### src/design/slt_ram.sv
module slt_ram #(
	parameter int WIDTH = 8,
	parameter int DEPTH = 4
) (
	input  logic                     clk,
	input  logic                     we,
	input  logic [$clog2(DEPTH)-1:0] waddr,
	input  logic [WIDTH-1:0]         wdata,
	input  logic [$clog2(DEPTH)-1:0] raddr,
	output logic [WIDTH-1:0]         rdata
);

	logic [WIDTH-1:0] mem [DEPTH];

	always_ff @(posedge clk) begin
		if (we) begin
			mem[waddr] <= wdata;
		end
	end

	always_ff @(posedge clk) begin
		rdata <= mem[raddr];
	end

endmodule

### config.mk
export PLATFORM = sky130hd
export DESIGN_NAME = slt_ram
export DESIGN_NICKNAME = d
export VERILOG_FILES = /design/src/design/slt_ram.sv
export SDC_FILE = /design/constraint.sdc
export NUM_CORES = 1
export LEC_CHECK = 0
export BUFFER_PORTS_ARGS = -buffer_cell sky130_fd_sc_hd__buf_2
export CAP_MARGIN = 20
export CELL_PAD_IN_SITES_DETAIL_PLACEMENT = 1
export CELL_PAD_IN_SITES_GLOBAL_PLACEMENT = 1
export CORE_UTILIZATION = 46
export CTS_CLUSTER_DIAMETER = 50
export CTS_CLUSTER_SIZE = 8
export DETAILED_ROUTE_END_ITERATION = 7
export PLACE_DENSITY = 0.79
export SYNTH_ARGS = -nofsm -noshare
export SYNTH_HDL_FRONTEND = slang
export SYNTH_SLANG_ARGS = --single-unit
### constraint.sdc
create_clock -name clk -period 1.5 [get_ports clk]
set_input_delay 0.15 -clock clk [delete_from_list [all_inputs] [get_ports clk]]
set_output_delay 0.15 -clock clk [all_outputs]
set_load 0.03 [all_outputs]
Yosys cells after proc, flatten, opt, wreduce, memory -nomap -nowiden
Memories as Yosys holds them, arrays and structs flattened. A register that Yosys moved wholly into a read port is not among the register bits.
Index checks and enable logic that the tools add are counted.
{"block": "word_totals", "input_bits": 14, "romBits": 0, "wordCells": 3, "out_inout_bits": 8, "ram_bits": 32, "latch_bits": 0, "n_memories": 1, "regBits": 0}
{"memory": "mem", "depth": 4, "width": 8, "rd": 1, "rd_ports_with_merged_regs": 1, "write_ports": 1, "line_no": "13", "rtl": "logic [WIDTH-1:0] mem [DEPTH];"}
{"block": "classes", "mux": 2, "reduce_logical": 0, "multipliers": 0, "n_addsub": 0, "n_shift": 0, "bitwise": 0, "order_cmp": 0, "n_eq_ne": 0, "div_mod_pow": 0}
{"op": "$mux W1", "count": 2}

Depth between registers and ports, before layout
Gate-level depths: netlist of run 1.
{"block": "logic_depth", "depth_word": 2, "depth_mapped": 2, "mapped_depth_nobuf": 1}

Least setup slack after synthesis of run 1
Ideal clock, no wire load.
{"block": "synth_timing", "path_kind": "input to register", "from": "in waddr[0]", "to": "mem mem[0][0] (enable)", "setup_slack_ns": 0.286, "cell_stages": 1, "required_time_ns": 1.115, "t_arrival_ns": 0.829, "setup_ns": 0.385, "path_buffers": 0, "cell_sequence": "nor3b_1"}
{"item": "from (decl)", "line_no": "7", "rtl": "input logic [$clog2(DEPTH)-1:0] waddr,"}
{"item": "to (decl)", "line_no": "13"}
Straight into the memory's write port.

Worst setup path after layout of run 1
{"block": "layout_timing", "from": "reg rdata[7] (read register of mem)", "to": "out rdata[7]"}
{"item": "from (decl)", "line_no": "10", "rtl": "output logic [WIDTH-1:0] rdata"}
No word-level cell between the ends.

==> results by group, run 1 <==
Cells and area
  • Area growth syn-to-layout: 14.4%
  • Share of post-route cells with drive strength above 1: 43.9%
  • FILL cells: 246
  • Ant. Diodes: 0
  • End-of-flow core utilization: 55.9%
  • Layout Nets: 95
  • Post-route insts no fill: 113

Drt
  • DRC: 0
  • Final WL: 2.14 mm
  • DRT Pass-1 Iters: 2
  • ANT nets after route: 0
  • Routed len/inst: 18.9 um
  • Drt initial violations: 5
  • Total number of vias: 622
  • Vias/cell: 5.50

STA
  • TNS Setup: 0 ps
  • RSZ-0062 raised after global routing: no
  • Final Skew: 2.50 ps
  • Tcrit/Tclk final: 66.2%
  • Fin crit period: 992 ps
  • Worst Tran Pin Value: 441 ps
  • Fin. max-slew vios: 0
  • Final setup margin: 508 ps
  • Peak Freq: 1010 MHz
  • Final setup viols: 0
  • Final Hold Vio Count: 0
  • Slew HR: 70.6%

Floorplanning
  • Rows: 19
  • Boundary Pins: 22
  • Die Y-Extent: 56.2 um
  • Core area: 0.00276 sq mm
  • Die ar.: 0.00315 sq mm
  • Die X: 56.2 um
  • Initial Util: 48.9%

Critical path
  • Worst Path Arrival: 840 ps
  • Largest delay contributor family on the critical path: flip-flops
  • Kind of critical path: reg2out
  • Worst EP required: 1350 ps
  • Slowest-stage cell, CP: dfxtp_1
  • Crit path capture type: output pin
  • CP bufs+invs: 1
  • Startpoint types: flip-flop
  • Crit path cell chain: buf_2
  • Worst-path fanout max: 1
  • Slowest stage delay, CP: 320 ps

Yosys
  • FFs w/ async S/R, synth: 0%
  • Post-synthesis register bit count: 40
  • Seq/Total Area, Yosys: 83.1%
  • Cell Area, Synth: 0.00135 sq mm
  • EDFF count, synth: 32
  • Most common cell in the synthesized netlist: edfxtp_1
  • Synth top area cells: edfxtp_1 (71%), mux4_2 (13%), dfxtp_1 (12%)
  • Synth warnings: 0
  • Top cells by count, synth: edfxtp_1 (32), dfxtp_1 (8), mux4_2 (8), and3b_1 (2)
  • Synth top area share: 71.2%
  • Synth cell types: 8
  • Gate count of the mapped netlist: 54
  • Most common flop cell mapped by yosys: edfxtp_1
  • Avg Cell Area, Syn: 25.0 sq um
  • Area leader, netlist: edfxtp_1
  • Mapped Nets: 68

GRT
  • Vias in the first global route: 703
  • Largest net degree at the start of global routing: 12
  • Grt total ovfl: 0
  • Initial antenna violation count: 0
  • Global Route Usage Sum: 17.1%
  • Global-route wire length before repair: 3.60 mm

Clocking
  • Post_cts resized: 0
  • TritonCTS clock tree: done
  • CTS Buffer Depth: 2
  • Clock transition at path regs: 100 ps
  • CTS buffer count: 5
  • Clock net sink count: 40
  • Skew-Pair Late Insertion Delay: 330 ps
  • Clk root buf: clkbuf_4
  • H-tree depth: 2
  • Post-CTS Repair Setup Buffers: 0
  • Count of hold-fix buffers inserted at cts: 0

Placed design
  • Placer Congestion: 0.625
  • Placed cells: 105
  • Post-place setup slack: 344 ps
  • Port Buffers: 21

Power and ir drop
  • Peak VDD IR: 874 uV
  • Power Total: 1.98 mW
  • Leak: 0.554 nW
  • Power per cell area: 1280 mW/mm^2

Run status
  • Status: finished clean

Hold path
  • Tightest Hold Check Type: in2reg

Run
  • Max Cap Viol: 0
[layout make-up]
cell class / count / area, sq um / share of cell area [%]
Sequential cell: 40 / 1120 / 72.7
Multi-Input combinational cell: 12 / 211 / 13.7
Timing Repair Buffer: 22 / 113 / 7.30
Clock buffer: 8 / 58.8 / 3.81
Tap cell: 31 / 38.8 / 2.51
[cells by family (layout without fill, tap and decap cells)]
family        after synthesis  after routing  share of synthesized area [%]
flops                      40             40                           83.1
simple gates                4              4                           2.32
buf+inv                     2             30                           1.21
mux                         8              8                           13.4
[placed cells by master (no fill, tap or decap)]
master / n
clkbuf_4: 5
nor3b_1: 1
mux4_2: 8
clkbuf_1: 2
and3b_1: 2
and3_1: 1
buf_4: 1
buf_2: 21
dfxtp_1: 8
clkbuf_8: 1
edfxtp_1: 32
[per-layer routing]
| metal | track usage, % | share of wire [%] |
|---|---|---|
| met5 | 0 | 0 |
| met1 | 19.4 | 40 |
| met4 | 13.6 | 2.1 |
| met2 | 26.7 | 52 |
| met3 | 5.12 | 5.5 |
[through the flow]
step | cell area [sq um] | hold slack (ps)
2_1_floorplan | 1350 | 249
3_3_place_gp | 1480 | 365
3_5_place_dp | 1480 | 376
4_1_cts | 1540 | 18.0
5_1_grt | 1540 | 2.13
6_report | 1540 | 28.8
[registers in the layout, summed over array words and instances (netlist names)]
signal	cells
mem	32
rdata	8
[report_power, final]
group          internal, mW  total [mW]  switching, mW
clock                 0.231       0.544          0.312
combinational        0.0618       0.157         0.0956
sequential             1.26        1.28         0.0143
[final timing paths]
path,start,end,slack [ps],depth (start not counted)
hold reg to reg,mem[3][6],rdata[6],570,1
setup / recovery,rdata[7],rdata[7],510,1
setup reg to reg,mem[2][2],rdata[2],520,1
hold / removal,wdata[1],mem[3][1],30,1
(Power assumes the default switching activity.)
==> run 2, diff against run 1 <==
--- a/config.mk
+++ b/config.mk
@@ -9,11 +9,11 @@
 export CAP_MARGIN = 20
 export CELL_PAD_IN_SITES_DETAIL_PLACEMENT = 1
 export CELL_PAD_IN_SITES_GLOBAL_PLACEMENT = 1
-export CORE_UTILIZATION = 46
+export CORE_UTILIZATION = 42
 export CTS_CLUSTER_DIAMETER = 50
 export CTS_CLUSTER_SIZE = 8
 export DETAILED_ROUTE_END_ITERATION = 7
-export PLACE_DENSITY = 0.79
+export PLACE_DENSITY = 0.76
 export SYNTH_ARGS = -nofsm -noshare
 export SYNTH_HDL_FRONTEND = slang
 export SYNTH_SLANG_ARGS = --single-unit
==> constraint.sdc (replaced) <==
create_clock -name clk -period 0.8 [get_ports clk]
set_input_delay 0.08 -clock clk [delete_from_list [all_inputs] [get_ports clk]]
set_output_delay 0.08 -clock clk [all_outputs]
set_load 0.03 [all_outputs]
==> run 2 against run 1 <==
Against the previous run: the flow now finishes with violations (negative setup slack); critical path depth stayed put; hold slack better by 130 ps; via count is 8.2% higher; clock power grew to 2.9 times the previous value; critical path type is now reg2reg.
==> results by group, run 2 (synthesis results as in run 1) <==
Critical path
  • Worst Path Arrival: 1220 ps
  • Kind of critical path: reg2reg
  • Crit path cell chain: mux4_2
  • Reg-to-Reg End: rdata[3]
  • Worst-path fanout max: 1
  • R2R Setup Slk: -190 ps
  • CP bufs+invs: 0
  • Crit path capture type: flip-flop
  • Worst EP required: 1030 ps
  • Startpoint types: flip-flop
  • Reg-to-Reg Start: mem[3][3]
  • R2R cell count: 1
  • Slowest-stage cell, CP: mux4_2
  • Largest delay contributor family on the critical path: multiplexers
  • Slowest stage delay, CP: 480 ps

Clocking
  • Clock net sink count: 40
  • Clk root buf: clkbuf_4
  • H-tree depth: 2
  • TritonCTS clock tree: done
  • Clock transition at path regs: 120 ps
  • CTS buffer count: 5
  • Skew-Pair Late Insertion Delay: 340 ps
  • CTS Buffer Depth: 2

Cells and area
  • Area growth syn-to-layout: 36.5%
  • Commonest non-fill, non-tap cells in the layout: edfxtp_1 (32), buf_2 (13), mux4_2 (8), dlygate4sd3_1 (8), buf_6 (8)
  • Share of post-route cells with drive strength above 1: 52.7%
  • Regs by FF count: mem x32, rdata x8
  • Most flops, register: mem
  • Max reg flops: 32
  • Final Cell Area: 0.00184 sq mm
  • Ant. Diodes: 0
  • Commonest non-fill, non-tap cell in the layout: edfxtp_1
  • Post-route insts no fill: 137
  • Layout Nets: 107

STA
  • RSZ-0062 raised after global routing: yes
  • Final setup margin: -189 ps
  • Final Skew: 15.2 ps
  • Peak Freq: 1010 MHz
  • Tcrit/Tclk final: 124%
  • Fin. max-slew vios: 0
  • Final setup viols: 16
  • Final Hold Vio Count: 0
  • Fin crit period: 989 ps
  • Slew HR: 85.9%
  • Worst Tran Pin Value: 211 ps
  • Hold Worst Slack: 161 ps

GRT
  • Grt total ovfl: 0
  • Global-route wire length before repair: 4.06 mm
  • Global Route Usage Sum: 18.3%
  • Largest net degree at the start of global routing: 13
  • Vias in the first global route: 799
  • Initial antenna violation count: 0

Hold path
  • Tightest Hold Check Type: in2reg
  • Worst hold stages: 2
  • Worst Hold Endpoint: rdata[6]
  • Worst Min Path Start: raddr[1]

Drt
  • Vias/cell: 4.91
  • ANT nets after route: 0
  • DRC: 0
  • Final WL: 2.47 mm
  • Drt initial violations: 13
  • Routed len/inst: 18.0 um
  • Total number of vias: 673
  • DRT Pass-1 Iters: 4

Power and ir drop
  • Power per cell area: 2400 mW/mm^2
  • Leak: 0.666 nW
  • Peak VDD IR: 1760 uV
  • Power Total: 4.42 mW

Run status
  • Status: complete, but fails checks
  • Failing checks: negative setup slack

Floorplanning
  • Die Y-Extent: 58.7 um
  • Core area: 0.00305 sq mm
  • Rows: 20
  • Die ar.: 0.00344 sq mm
  • Boundary Pins: 22
  • Die X: 58.7 um
  • Initial Util: 44.2%

Placed design
  • Post-place setup slack: -200 ps
  • Port Buffers: 21
  • Placed cells: 122
  • Placer Congestion: 0.629
  • Post-DP Area: 0.00160 sq mm

Run
  • Max Cap Viol: 0
## run 2: cell count changes in the layout (fill, tap and decap cells not counted), sizes merged
cell | before | now
dlygate4sd3 | 0 | 8
clkbuf | 8 | 5
bufinv | 0 | 2
buf | 22 | 26
## run 2: how the worst max path moves through the flow
stage / start / end / slack (ps) / depth (start not counted)
after floorplan: mem[3][0] / rdata[0] / -110 / 1
after global routing: mem[3][3] / rdata[3] / -220 / 1
final: mem[3][3] / rdata[3] / -190 / 1
after CTS: mem[3][3] / rdata[3] / -220 / 1
after global placement: raddr[0] / rdata[2] / -140 / 3
after detailed placement: mem[1][4] / rdata[4] / -200 / 1
## run 2: metal layers
| layer | track usage [%] | part of all wire [%] |
|---|---|---|
| met3 | 7.25 | 3.9 |
| met4 | 9.18 | 0.69 |
| met1 | 20.2 | 42 |
| met2 | 30.7 | 54 |
| met5 | 0 | 0 |
## run 2: timing repair
action                                  in CTS  in global routing
hold buffers                                 8                  0
resized for setup                           23                  0
hold endpoints to repair                    32                  0
endpoints found under the setup margin      16                 16
buffers inserted                             0                  0
## run 2: stage by stage
step / util (%) / setup TNS, ps
finish: 60.3 / -2030
global route: 60.3 / -2710
CTS: 60.3 / -2270
detailed placement: 52.5 / -4080
global placement: 52.5 / -3410
floorplan: - / -871
## run 2: report_power, final
| group | internal, mW | leakage, nW | switching, mW |
|---|---|---|---|
| Combinational | 0.228 | 0.253 | 0.199 |
| Sequential | 2.38 | 0.361 | 0.0403 |
| Clock | 0.957 | 0.0513 | 0.621 |
## run 2: final cells by class
cell class / count / area, sq um
timing repair buffer: 34 / 335
clock inverter: 2 / 60.1
tap: 44 / 55.1
multi-input combinational: 12 / 223
fill: 272 / 1210
clock buffer: 5 / 37.5
sequential: 40 / 1130
==> run 3, diff against run 2 <==
--- a/config.mk
+++ b/config.mk
@@ -7,9 +7,9 @@
 export LEC_CHECK = 0
 export BUFFER_PORTS_ARGS = -buffer_cell sky130_fd_sc_hd__buf_2
 export CAP_MARGIN = 20
-export CELL_PAD_IN_SITES_DETAIL_PLACEMENT = 1
-export CELL_PAD_IN_SITES_GLOBAL_PLACEMENT = 1
-export CORE_UTILIZATION = 42
+export CELL_PAD_IN_SITES_DETAIL_PLACEMENT = 2
+export CELL_PAD_IN_SITES_GLOBAL_PLACEMENT = 2
+export CORE_UTILIZATION = 37
 export CTS_CLUSTER_DIAMETER = 50
 export CTS_CLUSTER_SIZE = 8
 export DETAILED_ROUTE_END_ITERATION = 7
==> run 3 against run 2 <==
Against the previous run: the run still ends with negative setup slack left; routed wire length rose by 7.1%; clock skew down 1.5 ps; non-clock buffer count unchanged; maximum frequency decreased by 0.92%; flip-flop and latch count is the same; largest cell class unchanged; highest routed layer unchanged.
==> results by group, run 3 (synthesis results as in run 1) <==
Placed design
  • Placer Congestion: 0.663
  • Detail Placement HPWL: 1.76 mm
  • Placed cells: 124
  • Port Buffers: 21

Clocking
  • Clock transition at path regs: 120 ps
  • CTS buffer count: 5
  • Clk root buf: clkbuf_4
  • H-tree depth: 2
  • Clock net sink count: 40
  • TritonCTS clock tree: done
  • CTS Buffer Depth: 2
  • Skew-Pair Late Insertion Delay: 350 ps

Cells and area
  • Commonest non-fill, non-tap cells in the layout: edfxtp_1 (32), buf_2 (13)
  • Regs by FF count: mem x32, rdata x8
  • Post-route insts no fill: 140
  • Max reg flops: 32
  • Share of post-route cells with drive strength above 1: 53.2%
  • Area growth syn-to-layout: 33.3%
  • Most flops, register: mem
  • Layout Nets: 107
  • Commonest non-fill, non-tap cell in the layout: edfxtp_1
  • FILL cells: 308
  • Ant. Diodes: 0

Critical path
  • Kind of critical path: reg2reg
  • Crit path cell chain: mux4_2
  • Crit path capture type: flip-flop
  • CP bufs+invs: 0
  • Startpoint types: flip-flop
  • Largest delay contributor family on the critical path: multiplexers
  • Slowest stage delay, CP: 470 ps
  • Slowest-stage cell, CP: mux4_2
  • Worst Path Arrival: 1240 ps
  • Worst-path fanout max: 1
  • Worst EP required: 1040 ps

GRT
  • Grt total ovfl: 0
  • Largest net degree at the start of global routing: 13
  • Global Route Usage Sum: 16.6%
  • Vias in the first global route: 768
  • Initial antenna violation count: 0
  • Global-route wire length before repair: 4.35 mm

Floorplanning
  • Die X: 62.4 um
  • Initial Util: 39.5%
  • Core area: 0.00342 sq mm
  • Boundary Pins: 22
  • Die Y-Extent: 62.4 um
  • Die ar.: 0.00389 sq mm
  • Rows: 21

Drt
  • DRT Pass-1 Iters: 4
  • Final WL: 2.64 mm
  • DRC: 0
  • Routed len/inst: 18.9 um
  • Vias/cell: 4.70
  • Total number of vias: 658
  • Drt initial violations: 13
  • ANT nets after route: 0

Power and ir drop
  • Power per cell area: 2110 mW/mm^2
  • Peak VDD IR: 905 uV
  • Sequential share of power: 63.7%
  • Switching Share: 23.0%
  • Internal power: 2.93 mW
  • P_sw: 0.872 mW
  • Leak: 0.647 nW
  • Gate power share: 11.3%
  • Clock share of power: 24.9%
  • Power Total: 3.80 mW

Run
  • Max Cap Viol: 0

STA
  • Fin crit period: 998 ps
  • Final Hold Vio Count: 0
  • Final setup margin: -198 ps
  • Final setup viols: 16
  • RSZ-0062 raised after global routing: yes
  • Tcrit/Tclk final: 125%
  • Slew HR: 85.6%
  • Final Skew: 13.8 ps
  • Fin. max-slew vios: 0
  • Peak Freq: 1000 MHz
  • Worst Tran Pin Value: 216 ps

Run status
  • Status: complete, but fails checks
  • Failing checks: negative setup slack

Hold path
  • Tightest Hold Check Type: in2reg
## run 3: cell count changes in the layout (fill, tap and decap cells not counted)
cell,previous run,this run
dfxtp_1,1,0
clkinv_2,0,2
dfxtp_2,7,8
clkinv_1,0,1
bufinv_16,2,0
## run 3: through the flow
step | TNS (ps) | instance area, sq um | hold WS (ps) | utilization (%) | worst slack [ps]
5_1_grt | -2810 | 1800 | 161 | 52.6 | -232
4_1_cts | -2270 | 1800 | 165 | 52.6 | -204
6_report | -2220 | 1800 | 157 | 52.6 | -198
2_1_floorplan | -871 | 1360 | 179 | - | -109
3_5_place_dp | -4460 | 1610 | 309 | 47.0 | -189
3_3_place_gp | -3500 | 1610 | 290 | 47.0 | -138
## run 3: worst paths after layout
| kind | start | endpoint | slack [ps] | depth (start not counted) |
|---|---|---|---|---|
| min reg2reg | mem[2][0] | rdata[0] | 560 | 1 |
| max reg2reg | mem[2][3] | rdata[3] | -200 | 1 |
| min | raddr[1] | rdata[0] | 160 | 2 |
| max | mem[2][3] | rdata[3] | -200 | 1 |
## run 3: per-layer routing
layer  global-route usage (%)  wire [um]  up-vias
met2                     27.7       1450       24
met3                     6.02        121        6
met5                        0          0        -
met1                     18.6       1010      329
met4                     8.72         68        0
li1                         -          -      299
## run 3: layout make-up
| class | instances | area, sq um | area share, % |
|---|---|---|---|
| Clock inverter | 3 | 13.8 | 0.765 |
| Clock buffer | 5 | 37.5 | 2.09 |
| Timing Repair Buffer | 34 | 335 | 18.7 |
| Sequential cell | 40 | 1130 | 62.9 |
| Tap cell | 46 | 57.6 | 3.20 |
| Multi-Input combinational cell | 12 | 223 | 12.4 |
## run 3: what timing repair did
item                                   CTS  global route
endpoints found under the hold margin   32             0
setup endpoints to repair               16            16
hold buffers                             8             0
buffers inserted                         0             0
resized for setup                       23             1
## run 3: power by group through the flow
| stage | combinational [mW] | sequential (mW) | clock [mW] |
|---|---|---|---|
| 2_1_floorplan | 0.110 | 2.52 | 0 |
| 3_3_place_gp | 0.338 | 2.44 | 0 |
| 3_5_place_dp | 0.357 | 2.45 | 0 |
| 4_1_cts | 0.434 | 2.42 | 0.980 |
| 5_1_grt | 0.457 | 2.44 | 1.07 |
| 6_report | 0.430 | 2.42 | 0.947 |
